==> config.mk <==
export PLATFORM = sky130hd
export DESIGN_NAME = estw_ctrl
export DESIGN_NICKNAME = d
export VERILOG_FILES = /design/src/rtl/core/estw_pkg.sv /design/src/rtl/core/estw_ctrl.sv
export SDC_FILE = /design/constraint.sdc
export NUM_CORES = 1
export LEC_CHECK = 0
export ABC_AREA = 1
export BUFFER_PORTS_ARGS = -buffer_cell sky130_fd_sc_hd__buf_2
export CAP_MARGIN = 15
export CELL_PAD_IN_SITES_DETAIL_PLACEMENT = 1
export CELL_PAD_IN_SITES_GLOBAL_PLACEMENT = 1
export CORE_MARGIN = 5
export CORE_UTILIZATION = 24
export CTS_BUF_LIST = sky130_fd_sc_hd__clkbuf_8
export DETAILED_ROUTE_END_ITERATION = 8
export HOLD_SLACK_MARGIN = 0.02
export MAX_ROUTING_LAYER = met4
export PLACE_DENSITY = 0.76
export SYNTH_ARGS = -nofsm -noshare
export SYNTH_HDL_FRONTEND = slang
export SYNTH_SLANG_ARGS = --single-unit
==> constraint.sdc <==
create_clock -name clk -period 1.1 [get_ports clk]
set_input_delay 0.165 -clock clk [delete_from_list [all_inputs] [get_ports clk]]
set_output_delay 0.165 -clock clk [all_outputs]
set_load 0.005 [all_outputs]
==> src/rtl/core/estw_pkg.sv <==
// shared types and constants for the edge span table walker
package estw_pkg;

  localparam int unsigned COORD_W = 10;

  typedef enum logic [0:0] {
    KIND_EDGE = 1'b0,
    KIND_READ = 1'b1
  } kind_t;

  typedef enum logic [3:0] {
    ST_CLEAR,
    ST_IDLE,
    ST_DIV,
    ST_RD,
    ST_WAIT,
    ST_WR,
    ST_OUT
  } state_t;

  // controller to datapath
  typedef struct packed {
    logic load;       // capture input word and set up walk
    logic clr_step;   // clearing pass advance
    logic div_start;  // start quotient for current step
    logic div_step;   // one quotient bit
    logic rd;         // issue table read
    logic wr;         // write back merged row (emptied row on a read)
    logic advance;    // next pixel along major axis
    logic out_load;   // capture read result
  } estw_cmd_t;

  // datapath to controller
  typedef struct packed {
    logic clr_done;
    logic is_read;
    logic div_busy;
    logic need_div;
    logic last_pix;
  } estw_sts_t;

endpackage

==> src/rtl/core/estw_ctrl.sv <==
// controller state machine
module estw_ctrl import estw_pkg::*; (
  input  logic      clk,
  input  logic      rst_n,
  input  logic      in_valid,
  output logic      in_ready,
  output logic      out_valid,
  input  logic      out_ready,
  input  estw_sts_t sts,
  output estw_cmd_t cmd
);
  state_t state_r, state_nxt;

  always_ff @(posedge clk) begin
    if (!rst_n) state_r <= ST_CLEAR;
    else state_r <= state_nxt;
  end

  always_comb begin
    state_nxt = state_r;
    cmd = '0;
    in_ready = 1'b0;
    out_valid = 1'b0;
    case (state_r)
      ST_CLEAR: begin
        cmd.clr_step = 1'b1;
        if (sts.clr_done) state_nxt = ST_IDLE;
      end
      ST_IDLE: begin
        in_ready = 1'b1;
        if (in_valid) begin
          cmd.load = 1'b1;
          state_nxt = ST_DIV;
        end
      end
      ST_DIV: begin
        if (sts.is_read || !sts.need_div) begin
          cmd.rd = 1'b1;
          state_nxt = ST_WAIT;
        end else begin
          cmd.div_start = 1'b1;
          state_nxt = ST_RD;
        end
      end
      ST_RD: begin
        if (sts.div_busy) cmd.div_step = 1'b1;
        else begin
          cmd.rd = 1'b1;
          state_nxt = ST_WAIT;
        end
      end
      ST_WAIT: state_nxt = ST_WR;
      ST_WR: begin
        cmd.wr = 1'b1;
        if (sts.is_read) begin
          cmd.out_load = 1'b1;
          state_nxt = ST_OUT;
        end else if (sts.last_pix) state_nxt = ST_IDLE;
        else begin
          cmd.advance = 1'b1;
          state_nxt = ST_DIV;
        end
      end
      ST_OUT: begin
        out_valid = 1'b1;
        in_ready = out_ready;
        if (out_ready) begin
          if (in_valid) begin
            cmd.load = 1'b1;
            state_nxt = ST_DIV;
          end else state_nxt = ST_IDLE;
        end
      end
      default: state_nxt = ST_IDLE;
    endcase
  end
endmodule

==> impl_metrics.tcl, run 1 <==
set metrics [dict create \
    status "finished, violations left" \
    violations "negative setup slack" \
    muxShareOfSynthArea_pct 0 \
    synthSimpleGateAreaFrac_pct 49.3 \
    num-fill-cells 208 \
    synth_seq_cells 3 \
    rsz0062_at_grt "yes" \
    end_kind "primary output" \
    hpwl_um 1090 \
    synth_fa_ha_area_share_pct 0 \
    wl_met3_um 97 \
    multi_input_area_um2 300 \
    vdd_drop_max_mv 1.25 \
    grt_max_degree 9 \
    layout_commonest_cell "buf_2" \
    place_ws_ns -0.184 \
    fp.dieW_um 48.6 \
    layout.cells.most_common_list "buf_2 (17), inv_1 (13), nand2_1 (12), buf_4 (12), nor2_1 (10)" \
    cp_slowest_stage_delay_ns 0.37 \
    port_buffers 18 \
    insertion_delay_ns 0.22 \
    critPathKind "flip-flop to primary output" \
    max_slew_margin_pct 84.7 \
    wl_met2_um 857 \
    cts_sinks 3 \
    arrival_ns 1.15 \
    crit_required_ns 0.94 \
    antenna_found_initial 0 \
    drc 0 \
    grt-ovfl-total 0 \
    rows 14 \
    root_buffer "clkbuf_8" \
    diodes 0 \
    largest_reg_flops 3 \
    areaGrowthSynthToFinish_pct 112 \
    syn_nets 78 \
    synthCells 69 \
    hold_violations 0 \
    drv_cap 0 \
    drtAntennaViolNets 0 \
    min_path_type "input port to flip-flop" \
    fin_hold_ws_ns 0.180 \
    die_h_um 48.6 \
    drtIter0Drc 1 \
    place_congestion 0.765 \
    slowest_stage "dfxtp_4" \
    top_register "state_r" \
    num_vias 569 \
    layout_min_cycle_time_ns 1.32 \
    ios 19 \
    path_delay_family "flip-flops" \
    numPlacedInstances 111 \
    finalNonFillerCells 123 \
    fmax_mhz 758 \
    grt_pass1_vias 588 \
    cts_tree "yes" \
    fin_area_um2 757 \
    finalSetupViolCount 13 \
    setup_ws_ns -0.219 \
    dpl_cell_area_um2 529 \
    utilization_pct 52.1 \
    syn-cell-area_um2 358 \
    fp.coreArea_um2 1450 \
    crit_buf_inv 3 \
    regArea_um2 71.3 \
    yosysWarnings 0 \
    fin_nets 117 \
    reg_top3 "state_r (3)" \
    fin_skew_ns 0.00462 \
    power_per_cell_area_nw_per_um2 2030 \
    cp_max_fo 6 \
    dieArea_um2 2360 \
    finalCritPeriodShare_pct 120 \
    post_drt_wl_per_cell_um 13.1 \
    synth-compound-area-share_pct 12.9 \
    synth-xor-area-share_pct 0 \
    p_leak_nw 0.428 \
    synth.distinct_cells 16 \
    ctsHtreeMaxLevel 1 \
    avgSynthCellArea_um2 5.19 \
    drt-vias-per-instance 4.63 \
    start_util_pct 24.6 \
    wl_um 1610 \
    slew_viol_final 0 \
    top_layer "met4" \
    drt-met1-wl_um 605 \
    track_usage_pct 14.2 \
    grt_pass1_wl_um 2500 \
    synth_top_family_by_area "simple AND/OR/NAND/NOR gates" \
    ys_seq_area_share_pct 16.8 \
    first_pass_iters 2 \
    clk_pin_slew_ns 0.03 \
    cp_cell_sequence "nor3_4 -> inv_1 -> o21ai_2 -> inv_1 -> nor2_1 -> buf_2" \
    layout-drive-gt1-share_pct 57.9 \
    cts_made_buffers 3 \
    hold_buffers 0 \
    start_kind "flip-flop" \
    cp_common_cell "inv_1" \
    tightest_slew_ns 0.230 \
    cts_max_path_buffers 2 \
]
==> logic make-up after synthesis <==
group / after synthesis
simple gates: 39
buf+inv: 19
compound gates: 8
flops: 3
==> worst reg2reg max path: stages, from the launching register on <==
cell,delay [ns]
dfxtp_4,0.42
inv_2,0.07
buf_6,0.11
nand4_1,0.10
nand2_2,0.09
nor2_4,0.11
nand2_1,0.06
nor2_1,0.09
nor2_1,0.04
==> cell usage after synthesis <==
cell type,number,area (um2)
inv_2,3,11.3
a21oi_1,4,20.0
nand4_1,3,18.8
o21ai_0,1,5.00
nor2_2,1,6.26
nand3_1,7,35.0
dfxtp_1,3,60.1
o21a_1,1,7.51
nor2_1,11,41.3
o21ai_1,1,5.00
o21ai_2,1,8.76
nand2_1,14,52.6
nor3_1,2,10.0
inv_1,15,56.3
buf_4,1,7.51
nand4_2,1,12.5
==> timing repair <==
action | in CTS | in global routing
resized for setup | 25 | 10
endpoints found under the hold margin | 0 | 0
buffers inserted | 5 | 3
pin swaps | 5 | 2
gates cloned | 0 | 0
setup endpoints to repair | 13 | 13
==> per-stage QoR <==
step           TNS (ns)  total power (W)
6_report          -1.59          0.00154
5_1_grt           -2.50          0.00167
4_1_cts           -1.63          0.00140
3_5_place_dp     -0.956         0.000851
3_3_place_gp     -0.295         0.000823
2_1_floorplan         0         0.000575
==> worst paths after layout <==
kind              start  cells past startpoint  slack (ns)    endpoint
max          state_r[2]                      6       -0.22      cmd[7]
min               rst_n                      3        0.18  state_r[0]
max reg2reg  state_r[1]                      8       -0.09  state_r[0]
min reg2reg  state_r[2]                      3        0.73  state_r[2]
==> layer usage <==
| layer | GRT usage (%) | vias to the layer above |
|---|---|---|
| met5 | - | - |
| met2 | 24.6 | 17 |
| li1 | - | 293 |
| met3 | 5.52 | 4 |
| met1 | 11.9 | 255 |
| met4 | 11.2 | 0 |
==> area by class of cell <==
| class | count | area share, % |
|---|---|---|
| clock buffer | 3 | 5.45 |
| clock inverter | 1 | 0.496 |
| inverter | 18 | 10.2 |
| multi-input combinational | 47 | 39.7 |
| sequential | 3 | 9.42 |
| tap | 16 | 2.64 |
| timing repair buffer | 35 | 32.1 |
==> power by group <==
group | switching, W | internal, W
combinational | 0.000475 | 0.000480
sequential | 0.000101 | 0.000165
clock | 0.0000801 | 0.000238
total | 0.000657 | 0.000883
Power figures use the tool's default switching activity.
==> run 2: changes to the inputs <==
--- a/config.mk
+++ b/config.mk
@@ -7,15 +7,15 @@
 export LEC_CHECK = 0
 export ABC_AREA = 1
-export BUFFER_PORTS_ARGS = -buffer_cell sky130_fd_sc_hd__buf_2
 export CAP_MARGIN = 15
 export CELL_PAD_IN_SITES_DETAIL_PLACEMENT = 1
 export CELL_PAD_IN_SITES_GLOBAL_PLACEMENT = 1
-export CORE_MARGIN = 5
-export CORE_UTILIZATION = 24
+export CORE_AREA = 5 5 42 44
 export CTS_BUF_LIST = sky130_fd_sc_hd__clkbuf_8
 export DETAILED_ROUTE_END_ITERATION = 8
+export DIE_AREA = 0 0 47 49
+export DONT_BUFFER_PORTS = 1
 export HOLD_SLACK_MARGIN = 0.02
 export MAX_ROUTING_LAYER = met4
-export PLACE_DENSITY = 0.76
+export PLACE_DENSITY = 0.63
 export SYNTH_ARGS = -nofsm -noshare
 export SYNTH_HDL_FRONTEND = slang
==> constraint.sdc (replaced) <==
create_clock -name clk -period 1.1 [get_ports clk]
set_input_delay 0.165 -clock clk [delete_from_list [all_inputs] [get_ports clk]]
set_output_delay 0.165 -clock clk [all_outputs]
set_load 0.02 [all_outputs]
==> run 2 against run 1 <==
The run still ends with negative setup slack left. Critical endpoint unchanged. Worst hold slack got worse by 0.12 ns. Count of clock-buffer cells in the layout unchanged. Design area decreased by 3.5%. Global-route usage increased by 0.91 points. First-iteration DRC count increased by 100%. Cell count decreased by 11%.
==> impl_metrics.tcl, run 2 (synthesis gave the netlist of run 1 again) <==
set metrics [dict create \
    drc 0 \
    clk_pin_slew_ns 0.03 \
    largest_reg_flops 3 \
    insertion_delay_ns 0.22 \
    start_kind "flip-flop" \
    grt-ovfl-total 0 \
    first_pass_iters 2 \
    clkPwrFrac_pct 21.0 \
    cp_cell_sequence "inv_4 -> nor3_2 -> inv_1 -> o21ai_4 -> inv_2 -> nor2_4" \
    hold_violations 0 \
    fp.coreArea_um2 1400 \
    layout-drive-gt1-share_pct 56.4 \
    cp_max_fo 3 \
    cp_slowest_stage_delay_ns 0.37 \
    dieArea_um2 2300 \
    track_usage_pct 15.1 \
    areaGrowthSynthToFinish_pct 104 \
    cts_sinks 3 \
    fin_skew_ns 0.000776 \
    arrival_ns 1.16 \
    seq_power_share_pct 14.0 \
    status "finished, violations left" \
    slew_viol_final 0 \
    crit_buf_inv 3 \
    ios 19 \
    crit_required_ns 0.94 \
    p_switching_w 0.000728 \
    grt_pass1_vias 586 \
    finalNonFillerCells 110 \
    grt_pass1_wl_um 2460 \
    place_congestion 0.798 \
    post_drt_wl_per_cell_um 13.9 \
    die_h_um 49 \
    layout_min_cycle_time_ns 1.33 \
    vdd_drop_max_mv 0.915 \
    slowest_stage "dfxtp_2" \
    numPlacedInstances 98 \
    num_vias 528 \
    fmax_mhz 752 \
    drtAntennaViolNets 0 \
    fin_area_um2 731 \
    port_buffers 0 \
    setup_ws_ns -0.229 \
    p_int_w 0.000820 \
    finalSetupViolCount 13 \
    finalCritPeriodShare_pct 121 \
    ctsHtreeMaxLevel 1 \
    min_path_type "input port to flip-flop" \
    layout_commonest_cell "buf_4" \
    drv_cap 0 \
    place_ws_ns -0.114 \
    reg_top3 "state_r (3)" \
    end_kind "primary output" \
    wl_um 1530 \
    rsz0062_at_grt "yes" \
    rows 14 \
    pwr-share-comb_pct 65.0 \
    cts_tree "yes" \
    dpl_cell_area_um2 517 \
    tightest_slew_ns 0.178 \
    antenna_found_initial 0 \
    drtIter0Drc 2 \
    hold_buffers 0 \
    grt_max_degree 8 \
    violations "negative setup slack" \
    start_util_pct 25.5 \
    layout.cells.most_common_list "buf_4 (13), inv_1 (11), nand2_1 (11)" \
    top_register "state_r" \
    root_buffer "clkbuf_8" \
    swShare_pct 47.0 \
    fin_nets 104 \
    drt-vias-per-instance 4.80 \
    power_per_cell_area_nw_per_um2 2120 \
    critPathKind "flip-flop to primary output" \
    max_slew_margin_pct 88.1 \
    cts_made_buffers 3 \
    p_leak_nw 0.394 \
    cts_max_path_buffers 2 \
    hpwl_um 998 \
    path_delay_family "flip-flops" \
    diodes 0 \
    fp.dieW_um 47 \
]
-- run 2: what timing repair did --
| action | CTS | global route |
|---|---|---|
| buffers inserted | 6 | 3 |
| pin swaps | 7 | 10 |
| setup endpoints to repair | 13 | 13 |
| resized for setup | 24 | 12 |
-- run 2: worst paths after layout --
| check | startpoint | to | slack, ns | cells past startpoint |
|---|---|---|---|---|
| max | state_r[0] | cmd[7] | -0.23 | 6 |
| min | rst_n | state_r[0] | 0.06 | 2 |
| max reg2reg | state_r[2] | state_r[0] | -0.20 | 9 |
| min reg2reg | state_r[0] | state_r[0] | 0.71 | 5 |
-- run 2: power groups by stage --
stage / Sequential (W) / Combinational, W / Clock (W)
2_1_floorplan: 0.000190 / 0.000514 / 0
3_3_place_gp: 0.000186 / 0.000747 / 0
3_5_place_dp: 0.000185 / 0.000769 / 0
4_1_cts: 0.000207 / 0.000908 / 0.000323
5_1_grt: 0.000221 / 0.00110 / 0.000344
6_report: 0.000217 / 0.00101 / 0.000325
-- run 2: per-layer routing --
metal  global-route usage, %  up-vias  part of all wire (%)
li1                        -      267                     -
met1                    16.6      244                    38
met2                    25.6       15                    56
met3                    3.32        2                   4.1
met4                    5.53        0                   1.1
met5                       -        -                     0
-- run 2: layout make-up --
class                   instances  area (um2)
clock buffers                   3        41.3
inverters                      18        80.1
clock inverters                 1        3.75
multi-input cells              47         309
fillers                       192         671
flip-flops and latches          3        68.8
well taps                      16        20.0
repair buffers                 22         208
-- run 2: stage by stage --
step	util (%)	total power, W	setup TNS [ns]	hold slack, ns
after global placement	36.9	0.000933	-0.310	0.287
final	52.1	0.00155	-1.91	0.0584
after global routing	52.1	0.00167	-2.76	0.0586
after CTS	48.0	0.00144	-1.60	0.0627
after detailed placement	36.9	0.000954	-0.458	0.293
after floorplan	-	0.000703	-0.186	0.283
-- run 2: worst reg2reg max path, delay by kind of cell, from the launching register on --
family | cells | cell delay [ns]
and+or+nand+nor | 6 | 0.54
DFF | 1 | 0.37
buffers and inverters | 3 | 0.29
